$ cat config.mk
export PLATFORM = sky130hd
export DESIGN_NAME = mnp_ram
export DESIGN_NICKNAME = d
export VERILOG_FILES = /design/src/rtl/midi_note_pairing_engine_defines.svh /design/src/rtl/mnp_ram.sv
export SDC_FILE = /design/constraint.sdc
export NUM_CORES = 1
export LEC_CHECK = 0
export CAP_MARGIN = 10
export CORE_ASPECT_RATIO = 2
export CORE_MARGIN = 1
export CORE_UTILIZATION = 60
export CTS_CLUSTER_SIZE = 12
export DETAILED_ROUTE_END_ITERATION = 16
export DONT_BUFFER_PORTS = 1
export PLACE_DENSITY_LB_ADDON = 0.08
export SYNTH_ARGS = -nofsm -noshare
export SYNTH_HDL_FRONTEND = slang
export SYNTH_SLANG_ARGS = --single-unit
$ cat constraint.sdc
create_clock -name clk -period 2.7 [get_ports clk]
set_clock_uncertainty 0.2 [all_clocks]
set_input_delay 0.27 -clock clk [delete_from_list [all_inputs] [get_ports clk]]
set_output_delay 0.27 -clock clk [all_outputs]
set_load 0.01 [all_outputs]
$ cat src/rtl/midi_note_pairing_engine_defines.svh
// Assertion macros for the MIDI note pairing engine.
`ifndef MIDI_NOTE_PAIRING_ENGINE_DEFINES_SVH
`define MIDI_NOTE_PAIRING_ENGINE_DEFINES_SVH
`ifndef SYNTHESIS
`define MNP_ASSERT_IMPL(label, clk, rst_n, ante, cons) \
  label: assert property (@(posedge clk) disable iff (!rst_n) (ante) |-> (cons)) \
    else $error("assertion failed");
`define MNP_ASSERT_NEXT(label, clk, rst_n, ante, cons) \
  label: assert property (@(posedge clk) disable iff (!rst_n) (ante) |=> (cons)) \
    else $error("assertion failed");
`else
`define MNP_ASSERT_IMPL(label, clk, rst_n, ante, cons)
`define MNP_ASSERT_NEXT(label, clk, rst_n, ante, cons)
`endif
`endif

$ cat src/rtl/mnp_ram.sv
// Generic single-port RAM with registered read.
`timescale 1ns / 1ps
module mnp_ram #(
  parameter int Width = 8,
  parameter int Depth = 16
) (
  input  logic                     clk,
  input  logic                     we,
  input  logic [$clog2(Depth)-1:0] addr,
  input  logic [Width-1:0]         wdata,
  output logic [Width-1:0]         rdata
);
  logic [Width-1:0] mem [Depth];
  always_ff @(posedge clk) begin
    if (we) begin
      mem[addr] <= wdata;
    end
    rdata <= mem[addr];
  end
endmodule

After elaboration in Yosys (flattened, before gate mapping)
Memories as Yosys holds them, arrays and structs flattened. A register that Yosys moved wholly into a read port is not among the register bits.
Cells that the tools add are included.
- flip-flop bits (word level): 0
- latch bits: 0
- bits in writable memories: 128
- memory bits (read-only): 0
- bits of input ports: 14
- logic and storage cells: 3
- memories: 1
- memories (name ; depth ; bits a word ; read ports ; clocked after memory_dff ; wr ports ; RTL line ; source):
    mem ; 16 ; 8 ; 1 ; 1 ; 1 ; mnp_ram.sv:13 ; logic [Width-1:0] mem [Depth];
- add/subtract/negate cells: 0
- multipliers: 0
- div/mod/pow operators: 0
- order comparisons: 0
- equal/unequal tests: 0
- shifts and indexed selects: 0
- multiplexer cells: 2
- bitwise operators: 0
- reduce and logical (&&, ||, !) cells: 0
- operators with widths (kind ; count):
    $mux 1 ; 2

Longest topological paths before layout
Gate-level depths: netlist of run 1.
- depth in word-level cells: 2
- mapped depth: 5
- depth with buffers taken out: 3

Worst setup path before layout of run 1
No wires, ideal clock.
- path kind: input-to-reg
- from: in addr[2]
- to: mem mem[0][0], enable pin
- library setup time: 0.383 ns
- arrival time: 1.380 ns
- setup slack: 0.737 ns
- cell stages on the path: 2
- path through: or3b_2 nor3_1
- RTL lines (what ; RTL line ; source):
    start: declaration ; mnp_ram.sv:9 ; input logic [$clog2(Depth)-1:0] addr,
    end: declaration ; mnp_ram.sv:13 ;
Straight into the memory's write port.

==> results of run 1 <==
sequential cells by signal, indices dropped and copies added, names as in the netlist:
| register | count |
|---|---|
| rdata | 8 |
| mem | 128 |
metal layers:
metal  GRT usage (%)  share of wire [%]
met4           13.00                2.5
met2           42.93                 58
met1           28.46                 34
met3           6.834                5.6
met5               0                  0
stage by stage:
stage | cell area (um2) | util [%] | cells | hold WS, ps
CTS | 5864 | 71.23 | 364 | 2.649
finish | 5864 | 71.23 | 364 | 21.27
detailed placement | 5160 | 62.67 | 321 | 169.8
global route | 5864 | 71.23 | 364 | 30.66
global placement | 5160 | 62.67 | 321 | 169.7
floorplan | 5067 | - | 230 | 168.9
kinds of logic after synthesis:
family	after synthesis	synth area share, %
simple gates	35	3.210
compound gates	16	2.370
buf+inv	11	1.185
mux	32	14.22
flops	136	79.01
worst paths after layout:
path / slack (ps) / to / depth (start not counted) / from
worst max-delay path: 490 / rdata[7]$_DFF_P_ / 5 / addr[1]
worst min register to register: 490 / rdata[0]$_DFF_P_ / 3 / mem[12][0]$_DFFE_PP_
worst min-delay path: 20 / rdata[2]$_DFF_P_ / 3 / addr[1]
worst max register to register: 780 / rdata[7]$_DFF_P_ / 4 / mem[15][7]$_DFFE_PP_
what timing repair did:
action,in CTS,in global routing
hold buffers,11,0
endpoints found under the setup margin,0,0
hold endpoints to repair,134,0
worst min-delay path: cells and delay by family:
kind	cells	cell delay, ps
multiplexers	1	180
AO/OA/AOI/OAI	1	80
AND/OR/NAND/NOR	1	70
area by class of cell:
type	count	area [um2]
multi-input combinational	83	1003
tap	98	122.6
fill	499	2369
clock buffer	20	489.2
timing repair buffer	15	140.1
clock inverter	12	105.1
sequential	136	4004
Yosys cell counts, drive strengths merged:
cell / number / area (um2)
nor3: 4 / 20.02
or3b: 1 / 8.760
nand3b: 2 / 15.01
nand2b: 2 / 12.51
buf: 8 / 47.54
dfxtp: 8 / 160.2
edfxtp: 128 / 3844
nand3: 1 / 5.000
mux4: 32 / 720.7
nor2: 13 / 48.80
nor2b: 2 / 12.51
a22oi: 16 / 120.1
clkbuf: 3 / 12.51
and2: 1 / 6.260
nand2: 9 / 33.78
power breakdown:
| part | switching (W) | internal, W |
|---|---|---|
| clock network | 0.000852 | 0.00141 |
| logic | 0.0000938 | 0.0000812 |
| registers | 0.0000221 | 0.00236 |
==> run summary, run 1 <==
CP max stage cell: dlygate4sd3_1
drt initial violations: 191
number of library cell types mapped by synthesis: 18
Mapped Cells: 230
f_max: 452.3 MHz
# port buffers: 0
initial antenna violation count: 0
syn_nets: 244
wirelength, routed: 9652 um
Initial Utilization: 61.55%
Leak: 1.903 nW
clock buffer depth: 2
Post-CTS Setup Bufs: 0
CTS Buf Count: 17
later-pin clock latency in the skew report: 420 ps
worst vdd ir: 0.0005907 V
CP bufs+invs: 2
GPL Wtd Cong: 0.8133
worst path arrival time: 2310 ps
crit path cell chain: dlygate4sd3_1 -> mux4_2 -> dlygate4sd3_1 -> a22oi_1 -> nand2_1
Post-route DRC: 0
max incr delay on CP: 870 ps
Clk pin slew, worst setup/hold paths: 60 ps
Critical Path RT: 2800 ps
Setup Total Neg Slack: 0 ps
synthesized flop and latch total: 136
area grow syn2layout: 15.73%
die height: 132.0 um
DP HPWL: 6022 um
most common cell after layout, fill and taps aside: edfxtp_1
largest net degree at the start of global routing: 40
I/O Pins: 22
# setup viols final: 0
Site Rows: 47
post_cts resized: 0
MaxCap Viol Count: 0
Worst Hold Class: in2reg
DR vias/cell: 6.305
final hold viol count: 0
crit start category: primary input
Rel. slew slack: 48.64%
Clock Sinks: 136
Crit path max-delay family: buffers and inverters
Avg Inst Size Synth: 22.03 um2
CP most frequent cell: dlygate4sd3_1
first-pass GRT wire length: 14320 um
die area: 8840 um2
Final WS setup: 489.1 ps
Ys Warns: 0
Tcrit/Tclk final: 81.88%
GRT Resource Usage Total: 25.39%
sequential share of the synthesized area: 79.01%
via count: 2295
clk root buf: clkbuf_16
status: finished, final reports clean
Cell Area, Synth: 5067 um2
Max Slew Vio Count: 0
Overflow after GRT: 0
Worst Setup End Kind: register
Pwr Density: 821.6 nW/um2
crit-path max FO: 31
worst slack at placement: 797.3 ps
Min Clock Period, post-route: 2211 ps
number of global-route vias before repair: 2489
layout cells sized above 1: 25.94%
CTS tree: yes
Total Power: 0.004818 W
RSZ-0062 raised after global routing: false
TritonRoute pass-1 iters: 4
Avg WL per Cell: 26.52 um
most frequent cells in the layout: edfxtp_1, mux4_2, clkbuf_16
worst slew pin tran: 767.6 ps
htree depth: 4
post-route ant nets: 0
NumNets Final: 267
Setup CP Type: in2reg
ANT cells: 0
core box area: 8233 um2
Die Span X: 66.99 um
(Power assumes the default switching activity.)
==> inputs of run 2 (changes only) <==
==> constraint.sdc (replaced) <==
create_clock -name clk -period 2.2 [get_ports clk]
set_clock_uncertainty 0.2 [all_clocks]
set_input_delay 0.22 -clock clk [delete_from_list [all_inputs] [get_ports clk]]
set_output_delay 0.22 -clock clk [all_outputs]
set_load 0.01 [all_outputs]
==> run 2 against run 1 <==
  * Register-to-register slack got worse by 130 ps
  * Critical path depth decreased by 1
  * Clock power increased by 24%
  * Setup slack improved by 77 ps
  * Sequential power increased by 23%
  * First-iteration DRC count increased by 37%
  * Highest routed layer unchanged
  * Via count increased by 5.2%
  * Wire length increased by 7.2%
==> run summary, run 2 (same netlist as run 1, synthesis figures left out) <==
status: finished, final reports clean
Setup CP Type: in2reg
crit start category: primary input
post_cts resized: 0
Worst Hold Class: in2reg
I/O Pins: 22
max incr delay on CP: 650 ps
Finished Cell Area: 6016 um2
worst slew pin tran: 720.8 ps
Die Span X: 66.99 um
GRT Resource Usage Total: 27.31%
Clock Sinks: 136
Min Clock Period, post-route: 1634 ps
CTS Buf Count: 17
# port buffers: 0
fin cells: 378
final hold viol count: 0
first-pass GRT wire length: 15640 um
htree depth: 4
Clk pin slew, worst setup/hold paths: 60 ps
GPL Wtd Cong: 0.7981
Setup Total Neg Slack: 0 ps
RSZ-0062 raised after global routing: false
die height: 132.0 um
Max Slew Vio Count: 0
Critical Path RT: 2290 ps
largest registers: mem x128, rdata x8
core box area: 8233 um2
NumNets Final: 281
MaxCap Viol Count: 0
CTS Hold Bufs: 13
# setup viols final: 0
layout cells sized above 1: 29.64%
ANT cells: 0
crit-path max FO: 21
clock buffer depth: 2
DP HPWL: 6242 um
Fillers: 504
Site Rows: 47
DR vias/cell: 6.389
number of global-route vias before repair: 2604
most frequent cells in the layout: edfxtp_1, mux4_2, clkbuf_16
die area: 8840 um2
Initial Utilization: 61.55%
Post-CTS Setup Bufs: 0
Post-route DRC: 0
Pwr Density: 993.1 nW/um2
area grow syn2layout: 18.72%
Worst Setup End Kind: register
Overflow after GRT: 0
Tcrit/Tclk final: 74.26%
later-pin clock latency in the skew report: 410 ps
Avg WL per Cell: 27.36 um
crit path cell chain: dlygate4sd3_1 -> mux4_2 -> a22oi_1 -> nand2_1
Leak: 1.995 nW
drt initial violations: 261
placed cells: 333
f_max: 612.1 MHz
largest net degree at the start of global routing: 31
Rel. slew slack: 51.79%
DP Area: 5250 um2
CP max stage cell: dlygate4sd3_1
initial antenna violation count: 0
Top reg by flops: mem
post-route ant nets: 0
wirelength, routed: 10340 um
worst path arrival time: 1730 ps
TritonRoute pass-1 iters: 5
via count: 2415
worst vdd ir: 0.0009249 V
max reg flops: 128
CTS tree: yes
Core Util, Final: 73.07%
most common cell after layout, fill and taps aside: edfxtp_1
clk root buf: clkbuf_16
==> run 2: cell count changes in the layout (fill, tap and decap cells not counted), sizes merged <==
cell	before	now
buf	4	18
inv	9	0
clkinv	2	8
clkbuf	20	23
==> run 2: through the flow <==
step / setup WS [ps] / power (W) / hold slack (ps)
4_1_cts: 585.0 / 0.006011 / 1.249
3_3_place_gp: 635.2 / 0.003135 / 119.8
2_1_floorplan: 287.0 / 0.003121 / 118.9
3_5_place_dp: 629.5 / 0.003145 / 119.7
6_report: 566.2 / 0.005974 / 4.146
5_1_grt: 569.9 / 0.006126 / 0.5259
==> run 2: power by group <==
group	switching, W	internal (W)	leakage (nW)
combinational	0.000140	0.000110	0.462
sequential	0.0000274	0.00290	1.22
clock	0.000990	0.00181	0.309
==> run 2: cell type report <==
cell class | count | area (um2) | share of cell area, %
multi-input cells | 83 | 1003 | 16.68
repair buffers | 29 | 270.3 | 4.493
clock inverters | 9 | 85.08 | 1.414
flip-flops and latches | 136 | 4004 | 66.56
clock buffers | 23 | 530.5 | 8.819
well taps | 98 | 122.6 | 2.038
==> run 2: worst max-delay path: cells and delay by family <==
kind	cells	cell delay (ps)
and+or+nand+nor	1	90
buffers and inverters	1	650
muxes	1	550
AOI/OAI and AO/OA	1	220
==> run 2: metal layers <==
layer / track usage [%] / wire [um] / vias up
met4: 10.52 / 266 / 0
met1: 32.25 / 3499 / 1245
met3: 7.785 / 637 / 20
met5: 0 / 0 / -
li1: - / - / 1036
met2: 46.13 / 5939 / 114
==> run 2: final timing paths <==
check	startpoint	to	slack (ps)	cells past startpoint
setup / recovery	addr[0]	rdata[7]$_DFF_P_	570	4
setup reg to reg	mem[3][2]$_DFFE_PP_	rdata[2]$_DFF_P_	650	3
hold / removal	addr[0]	rdata[2]$_DFF_P_	4	3
hold reg to reg	mem[8][0]$_DFFE_PP_	rdata[0]$_DFF_P_	500	3
