[config.mk]
export PLATFORM = sky130hd
export DESIGN_NAME = mnp_divider
export DESIGN_NICKNAME = d
export VERILOG_FILES = /design/src/rtl/midi_note_pairing_engine_defines.svh /design/src/rtl/mnp_pkg.sv /design/src/rtl/mnp_divider.sv
export SDC_FILE = /design/constraint.sdc
export NUM_CORES = 1
export LEC_CHECK = 0
export BUFFER_PORTS_ARGS = -buffer_cell sky130_fd_sc_hd__buf_2
export CAP_MARGIN = 20
export CELL_PAD_IN_SITES_DETAIL_PLACEMENT = 1
export CELL_PAD_IN_SITES_GLOBAL_PLACEMENT = 1
export CORE_MARGIN = 4
export CORE_UTILIZATION = 40
export DETAILED_ROUTE_END_ITERATION = 10
export GPL_TIMING_DRIVEN = 0
export MAX_ROUTING_LAYER = met4
export PLACE_DENSITY_LB_ADDON = 0.1
export SKIP_CTS_REPAIR_TIMING = 1
export SYNTH_ARGS = -nofsm -noshare
export SYNTH_HDL_FRONTEND = slang
export SYNTH_SLANG_ARGS = --single-unit
[constraint.sdc]
create_clock -name clk -period 3.12 [get_ports clk]
set_input_delay 0.468 -clock clk [delete_from_list [all_inputs] [get_ports clk]]
set_output_delay 0.468 -clock clk [all_outputs]
set_load 0.02 [all_outputs]
[src/rtl/midi_note_pairing_engine_defines.svh]
// Assertion macros for the MIDI note pairing engine.
`ifndef MIDI_NOTE_PAIRING_ENGINE_DEFINES_SVH
`define MIDI_NOTE_PAIRING_ENGINE_DEFINES_SVH
`ifndef SYNTHESIS
`define MNP_ASSERT_IMPL(label, clk, rst_n, ante, cons) \
  label: assert property (@(posedge clk) disable iff (!rst_n) (ante) |-> (cons)) \
    else $error("assertion failed");
`define MNP_ASSERT_NEXT(label, clk, rst_n, ante, cons) \
  label: assert property (@(posedge clk) disable iff (!rst_n) (ante) |=> (cons)) \
    else $error("assertion failed");
`else
`define MNP_ASSERT_IMPL(label, clk, rst_n, ante, cons)
`define MNP_ASSERT_NEXT(label, clk, rst_n, ante, cons)
`endif
`endif

[src/rtl/mnp_pkg.sv]
// Package with types, constants and helpers of the MIDI note pairing engine.
`timescale 1ns / 1ps
package mnp_pkg;
  localparam int Ports = 16;
  localparam int PortW = $clog2(Ports) > 0 ? $clog2(Ports) : 1;
  localparam int KeyW = PortW + 11;
  localparam int TableDepth = Ports * 2048;
  localparam int NoteCapacity = 65536;
  localparam int NiW = $clog2(NoteCapacity) + 1;
  localparam int EntryW = 1 + NiW - 1;
  localparam logic [23:0] TempoReset = 24'd500000;

  // Milliseconds are taken as floor(floor(us / 8) / 125); the second step multiplies by
  // the reciprocal of 125 scaled by 2^46 and rounded up.
  localparam logic [39:0] MsRecip = 40'd562949953422;
  localparam logic [12:0] MsSatHigh = 13'd125;

  localparam logic [2:0] ModeNoteOn = 3'd0;
  localparam logic [2:0] ModeNoteOff = 3'd1;
  localparam logic [2:0] ModeTempo = 3'd2;
  localparam logic [2:0] ModeFlush = 3'd4;

  localparam logic [2:0] CfgPortEn = 3'd0;
  localparam logic [2:0] CfgPort = 3'd1;
  localparam logic [2:0] CfgChanEn = 3'd2;
  localparam logic [2:0] CfgChan = 3'd3;
  localparam logic [2:0] CfgTpq = 3'd4;

  typedef struct packed {
    logic [2:0]  mode;
    logic [27:0] delta_time;
    logic [3:0]  port;
    logic [3:0]  channel;
    logic [6:0]  note_number;
    logic [6:0]  velocity;
    logic [23:0] tempo_value;
  } in_item_t;

  typedef struct packed {
    logic        kind;
    logic [15:0] note_index;
    logic [3:0]  out_port;
    logic [3:0]  out_channel;
    logic [6:0]  out_note;
    logic [6:0]  out_velocity;
    logic [31:0] event_time;
    logic        status;
    logic        last;
  } out_item_t;

  typedef struct packed {
    logic        start;
    logic [63:0] dividend;
    logic [14:0] divisor;
  } div_req_t;

  typedef struct packed {
    logic        done;
    logic [63:0] quotient;
    logic [14:0] remainder;
  } div_rsp_t;
endpackage

[src/rtl/mnp_divider.sv]
// Iterative radix-2 divider of a 64-bit dividend by a 15-bit divisor.
`timescale 1ns / 1ps
module mnp_divider (
  input  logic              clk,
  input  logic              rst_n,
  input  mnp_pkg::div_req_t req,
  output mnp_pkg::div_rsp_t rsp
);
  logic [63:0] quo_r, quo_nxt;
  logic [15:0] rem_r, rem_nxt;
  logic [14:0] dvs_r, dvs_nxt;
  logic [6:0]  cnt_r, cnt_nxt;
  logic        busy_r, busy_nxt;
  logic        done_r, done_nxt;
  logic [15:0] trial;

  always_comb begin
    quo_nxt = quo_r;
    rem_nxt = rem_r;
    dvs_nxt = dvs_r;
    cnt_nxt = cnt_r;
    busy_nxt = busy_r;
    done_nxt = 1'b0;
    trial = {rem_r[14:0], quo_r[63]};
    if (req.start) begin
      quo_nxt = req.dividend;
      rem_nxt = '0;
      dvs_nxt = req.divisor;
      cnt_nxt = 7'd0;
      busy_nxt = 1'b1;
    end else if (busy_r) begin
      if (trial >= {1'b0, dvs_r}) begin
        rem_nxt = trial - {1'b0, dvs_r};
        quo_nxt = {quo_r[62:0], 1'b1};
      end else begin
        rem_nxt = trial;
        quo_nxt = {quo_r[62:0], 1'b0};
      end
      cnt_nxt = cnt_r + 7'd1;
      if (cnt_r == 7'd63) begin
        busy_nxt = 1'b0;
        done_nxt = 1'b1;
      end
    end
  end

  always_ff @(posedge clk) begin
    if (!rst_n) begin
      busy_r <= 1'b0;
      done_r <= 1'b0;
      cnt_r <= '0;
    end else begin
      busy_r <= busy_nxt;
      done_r <= done_nxt;
      cnt_r <= cnt_nxt;
    end
    quo_r <= quo_nxt;
    rem_r <= rem_nxt;
    dvs_r <= dvs_nxt;
  end

  assign rsp.done = done_r;
  assign rsp.quotient = quo_r;
  assign rsp.remainder = rem_r[14:0];
endmodule

* Yosys cells after proc, flatten, opt, wreduce, memory -nomap -nowiden
Index checks and enable logic that the tools add are counted. Widths: inputs -> output; s select.
Operators by class: muxes and demuxes 8, reductions and logical operators 3, eq/ne operators 1, add/sub/neg operators 2, bitwise operators 2, $lt $le $gt $ge 1
Operators with widths (count):
- $mux 64 | 2
- $ge 16x15->1 | 1
- $mux 15 | 1
- $sub 15x15->15 | 1
- $add 7x1->7 const B | 1
- $eq 7x6->1 const B | 1
- $mux 1 | 5
- $reduce_or 3->1 | 1
- $not 1->1 | 2
- $reduce_bool 2->1 | 1
- $reduce_or 2->1 | 1
Word-level totals: bits in registers 103, output and inout bits 80, input bits 82, word-level logic and storage cells 23

* Depth between registers and ports, before layout
Gate-level depths: netlist of run 1.
word-level depth 4, gate-level depth with buffers 12, mapped depth without buffers 10

* Worst setup path before layout of run 1
Ideal clock, no wire load.
path type register -> register, from reg busy_r, to reg quo_r[0], enable pin, arrival time 2285 ps, path slack 411 ps, cell stages (with the launch flop) 5, buffers on the path 2, setup time 424 ps, period minus slack after synthesis 2709 ps, cell sequence dfxtp_1 clkbuf_1 clkbuf_1 inv_1 nand2_1
Between the ends: word-level cells in the longest chain between the ends 1
Ends and longest elaborated chain:
- from (decl) | RTL line mnp_divider.sv:13 | logic busy_r, busy_nxt;
- from (signal assigned) | RTL line mnp_divider.sv:53 | busy_r <= busy_nxt;
- $reduce_bool 2->1 (no line)
- to (signal assigned) | RTL line mnp_divider.sv:57 | quo_r <= quo_nxt;
- to (decl) | RTL line mnp_divider.sv:9 | logic [63:0] quo_r, quo_nxt;
No other way between the ends. A chain may end at the register's enable or synchronous reset.

* Worst setup path in the final report of run 1
from reg quo_r[63], to reg rem_r[14]
Between the ends: word-level cells in the longest chain between the ends 2, elaborated cells between the ends (all ways) 3
Ends and longest elaborated chain:
- $sub 15x15->15 / $ge 16x15->1 (equally long branches) | RTL line mnp_divider.sv:33, mnp_divider.sv:32
- $mux 15 * | RTL line mnp_divider.sv:32 | if (trial >= {1'b0, dvs_r}) begin
- to (signal assigned) | RTL line mnp_divider.sv:58 | rem_r <= rem_nxt;
- to (decl) | RTL line mnp_divider.sv:10 | logic [15:0] rem_r, rem_nxt;
Mark *: on every way between the ends. The rest lies on a longest branch, timed or not.

==> flow_summary_export.csv, run 1 <==
group,metric,value,unit
run_status,status,"completed",
die,start_util,41.2,%
placed_design,place_congestion,0.781,
power_and_ir_drop,power.total,3.61,mW
cts,tritoncts,"done",
routing,wl_per_cell,17.7,microns
critical_path,worstPathArrival,3.07,ns
logic_synthesis,synth.cell_area,0.00499,sq mm
cts,numCtsBuffers,9,
logic_synthesis,async_reset_ff_share,0,%
die,core_area,0.0121,sq mm
logic_synthesis,synth.largest_area_cell,"edfxtp_1",
placed_design,io_buffers,161,
sta,finalHoldViolCount,0,
cts,cts-root-buf,"clkbuf_16",
cts,clkLatencyLatePin,0.35,ns
critical_path,rr_worst_depth,12,
sta,fin_setup_tns,0,ns
critical_path,cp_max_fo,10,
critical_path,required,3.38,ns
logic_synthesis,yosysWarnings,0,
routing,drc,0,
critical_path,critPathLaunchType,"flop",
global_route,use_met1,21.3,%
hold_path,hold_depth,1,
logic_synthesis,yosys-top-cells-area,"edfxtp_1 48%, mux2_2 15%, dfxtp_1 9.6%, ha_1 4.0%, a211oi_1 2.4%",
logic_synthesis,synthCells,382,
finish,fillers,1344,
sta,slew_headroom,42.3,%
cts,cts.clk_slew.worst_paths,0.07,ns
logic_synthesis,synth-edff-count,79,
sta,min_period_over_period,90.1,%
finish,final_cells,728,
finish,drive_above_1_share,44.5,%
critical_path,worstSetupEndpointType,"flop",
die,dieHeight,120,microns
sta,period_needed,2.81,ns
logic_synthesis,yosysSeqAreaShare,57.2,%
routing,vias_per_cell,5.11,
die,die_area,0.0143,sq mm
finish,area_delta_synth_final,26.1,%
routing,first_pass_iters,4,
cts,cts_sinks,103,
logic_synthesis,post-synth-top-count-cell,"edfxtp_1",
placed_design,dp_hpwl,9.62,mm
routing,routed_wl,12.9,mm
logic_synthesis,avgSynthCellArea,13.1,sq um
sta,fin_skew,0.0124,ns
logic_synthesis,syn_nets,481,
sta,rsz0062_at_grt,"no",
logic_synthesis,ys_seq_elements,103,
die,die_w,120,microns
global_route,grt_pass1_wl,20.8,mm
finish,fin_nets,653,
cts,clockBufferDepth,2,
logic_synthesis,synth_top_area_share,47.5,%
sta,timing.fmax,356,MHz
cts,cts_max_level,3,
hold_path,hp-class,"in -> reg",
placed_design,dp_cells,711,
die,core.rowCount,40,
finish,seqCellArea,0.00285,sq mm
run,cap_violations,0,
routing,drtIter0Drc,138,
power_and_ir_drop,p_leak,2.63,nW
finish,multi_input_area,0.00197,sq mm
sta,tightest_slew,0.866,ns
sta,setup_viol,0,
global_route,grt_max_degree,65,
critical_path,crit_type,"reg -> reg",
global_route,grt_overflow,0,
global_route,antenna_found_initial,0,
global_route,grt_util_met3,8.20,%
logic_synthesis,synth_top_cells_by_count,"79 x edfxtp_1, 65 x mux2_2, 31 x nor2_1, 24 x dfxtp_1, 23 x inv_1",
routing,vias,3717,
global_route,grt.busiest_layer,"met2",
global_route,first_global_vias,4037,
global_route,grt_use_met2,32.4,%
die,io_pins,162,
power_and_ir_drop,vdd_drop_max,396,uV
power_and_ir_drop,p_per_area,574,mW/mm^2
sta,drv_slew,0,
global_route,grt.total_usage,19.1,%
routing,ant_nets,0,
logic_synthesis,synth_cell_types,44,
logic_synthesis,synth_ff_type,"edfxtp_1",
[kinds of logic after synthesis]
kind of cell,synth area share [%]
flops,57.2
mux,17.5
simple gates,6.39
compound gates,8.92
buf+inv,3.46
fa+ha+maj,4.41
xor+xnor,2.11
[metrics by stage]
stage               utilization, %  setup slack (ns)  hold slack, ns  area [sq um]
global placement              49.6            -0.845           0.468          6010
floorplan                        -             0.411           0.454          4990
detailed placement            49.7             0.320           0.489          6010
CTS                           51.9             0.280           0.270          6290
global route                  51.9            0.0627           0.264          6290
finish                        52.0             0.309           0.289          6290
[path summary, 6_finish.rpt]
| path | endpoint | slack, ns | start |
|---|---|---|---|
| worst max register to register | rem_r[14] | 0.31 | quo_r[63] |
| worst max-delay path | rem_r[14] | 0.31 | quo_r[63] |
| worst min-delay path | dvs_r[3] | 0.29 | req[3] |
| worst min register to register | cnt_r[5] | 0.50 | cnt_r[5] |
[power breakdown]
part | leakage [nW] | internal (mW) | switching (mW) | total, mW
registers | 0.987 | 1.63 | 0.0732 | 1.71
logic | 1.50 | 0.351 | 0.481 | 0.832
clock network | 0.134 | 0.569 | 0.507 | 1.08
total | 2.63 | 2.55 | 1.06 | 3.61
[per-layer routing]
| metal | share of wire (%) | wire length [microns] |
|---|---|---|
| met1 | 41 | 5260 |
| met2 | 50 | 6460 |
| met3 | 7.9 | 1020 |
| met4 | 0.89 | 114 |
| met5 | 0 | 0 |
[area by class of cell]
type | count | share of cell area [%]
flip-flops and latches | 103 | 45.3
multi-input cells | 239 | 31.4
repair buffers | 161 | 12.8
clock buffers | 12 | 3.92
well taps | 168 | 3.34
plain buffers | 17 | 1.37
inverters | 23 | 1.37
clock inverters | 4 | 0.477
diodes | 1 | 0.0398
[flip-flops by register name (all words and copies together), names as in the netlist]
name / flops
cnt_r: 7
dvs_r: 15
done_r: 1
busy_r: 1
quo_r: 64
rem_r: 15
[placed cells by master, fill, tap and decap left out, types with 2 or more instances in the layout]
master	instances
o22ai_1	3
nor2_1	31
nor2b_1	3
nand2_1	11
a21oi_1	13
nor3_1	4
nand3_1	4
o21ai_1	3
ha_1	16
mux2i_1	11
or3_1	4
mux2_2	65
xor2_1	5
a211oi_1	16
nand4_1	6
buf_2	161
inv_1	23
edfxtp_1	79
mux2_1	3
xnor2_1	7
a221o_1	2
clkbuf_1	16
o21a_1	7
o21ai_0	5
inv_6	2
dfxtp_1	24
a21o_1	3
clkbuf_16	9
[worst max-delay path, cell delays in order, from the launching register on]
cell and delay, ns:
edfxtp_1 0.35, inv_1 0.06, ha_1 0.22, fa_1 0.40, nand2b_2 0.23, a21oi_4 0.19, a41oi_1 0.08, o21ba_1 0.22
o31ai_2 0.24, buf_6 0.22, buf_8 0.16, o211ai_1 0.10, a311oi_1 0.24
No activity file was read; power rests on OpenSTA's default activity.
==> run 2, diff against run 1 <==
CORE_UTILIZATION = 35   (was 40)
==> flow_summary_export.csv, run 2 (same netlist as run 1, synthesis figures left out) <==
group,metric,value,unit
run_status,status,"completed",
sta,hold_ws,0.286,ns
cts,cts.clk_slew.worst_paths,0.07,ns
sta,finalHoldViolCount,0,
cts,tritoncts,"done",
die,core.rowCount,43,
placed_design,dp_hpwl,9.72,mm
global_route,grt_pass1_wl,21.1,mm
routing,ant_nets,0,
die,die_area,0.0162,sq mm
finish,regMostFlops,"quo_r",
sta,slew_headroom,41.7,%
finish,reg.largest.list,"quo_r x64, dvs_r x15, rem_r x15",
die,die_w,127,microns
global_route,first_global_vias,4082,
cts,cts-root-buf,"clkbuf_16",
critical_path,worstPathArrival,3.08,ns
sta,fin_skew,0.00957,ns
critical_path,worstSetupEndpointType,"flop",
hold_path,hp-class,"in -> reg",
sta,tightest_slew,0.875,ns
cts,numCtsBuffers,9,
critical_path,max_stage_delay,0.39,ns
critical_path,critPathTopFamily,"compound AO/OA/AOI/OAI gates",
finish,utilization,45.2,%
critical_path,crit_chain,"inv_1 > ha_1 > fa_1 > nand2b_2 > a21oi_4 > a41oi_1 > o21ba_1 > o31ai_2 > buf_6 > buf_8 > o211ai_1 > a311oi_1",
sta,min_period_over_period,90.4,%
cts,clockBufferDepth,2,
sta,setup_viol,0,
global_route,antenna_found_initial,2,
critical_path,critPathLaunchType,"flop",
sta,drv_slew,0,
power_and_ir_drop,p_leak,2.63,nW
placed_design,pre_cts_ws,0.298,ns
finish,fin_nets,653,
routing,wl_per_cell,17.6,microns
placed_design,dpl_cell_area,0.00603,sq mm
die,core_area,0.0139,sq mm
critical_path,rrSetupSlack,0.30,ns
placed_design,place_congestion,0.823,
sta,timing.fmax,355,MHz
run,cap_violations,0,
cts,cts_max_level,3,
critical_path,cp_max_fo,10,
routing,first_pass_iters,4,
routing,routed_wl,13.1,mm
global_route,grt_overflow,0,
finish,drive_above_1_share,44.4,%
finish,layout_commonest_cell,"buf_2",
sta,rsz0062_at_grt,"no",
cts,clkLatencyLatePin,0.35,ns
finish,final_cell_mix,"161 x buf_2, 79 x edfxtp_1, 65 x mux2_2, 31 x nor2_1, 24 x dfxtp_1",
power_and_ir_drop,vdd_drop_max,373,uV
power_and_ir_drop,p_per_area,572,mW/mm^2
critical_path,crit_type,"reg -> reg",
critical_path,required,3.38,ns
critical_path,critPathBufInv,3,
sta,period_needed,2.82,ns
finish,area_delta_synth_final,26.3,%
finish,final_cells,741,
die,dieHeight,127,microns
finish,largest_reg_flops,64,
sta,finalWorstSetupSlack,0.300,ns
routing,vias_per_cell,4.99,
die,io_pins,162,
routing,drc,0,
placed_design,dp_cells,723,
sta,fin_setup_tns,0,ns
cts,cts_sinks,103,
global_route,grt_max_degree,65,
critical_path,slowest_stage,"fa_1",
global_route,grt.total_usage,17.1,%
routing,vias,3698,
placed_design,io_buffers,161,
die,start_util,35.8,%
power_and_ir_drop,power.total,3.61,mW
finish,design_area,0.00630,sq mm
routing,drtIter0Drc,148,
==> run 2: cell count changes in the layout (fill, tap and decap cells not counted), sizes merged <==
cell      change
diode         +1
clkinvlp      -1
inv           +1
clkinv        +3
clkbuf        -3
==> run 2: area by class of cell <==
cell class	count	area, sq um
clock buffer	9	225
multi-input combinational	239	1970
inverter	23	86.3
fill	1529	7630
tap	180	225
timing repair buffer	161	806
clock inverter	7	45.0
sequential	103	2850
buffer	17	86.3
antenna	2	5.00
==> run 2: worst register-to-register path, delay by kind of cell (launching register included) <==
kind	cells	cell delay (ns)
AOI/OAI and AO/OA	6	1.12
adders and majority gates	2	0.61
buffers and inverters	3	0.44
DFF	1	0.34
and+or+nand+nor	1	0.23
==> run 2: power by group <==
group          switching [mW]  leakage, nW  total [mW]  internal [mW]
Sequential             0.0708        0.987        1.70           1.63
Clock                   0.532        0.135        1.08          0.544
Combinational           0.480         1.50       0.830          0.351
==> run 2: final timing paths <==
path,cells after the start,to,startpoint
max reg2reg,12,rem_r[14],quo_r[63]
min reg2reg,2,cnt_r[6],cnt_r[6]
min,1,dvs_r[2],req[2]
max,12,rem_r[14],quo_r[63]
==> run 2: layer usage <==
metal	global-route usage [%]	wire length [microns]	up-vias
li1	-	-	1773
met4	4.61	186	0
met1	19.4	5360	1797
met2	28.4	6480	111
met3	6.35	1040	17
met5	-	0	-
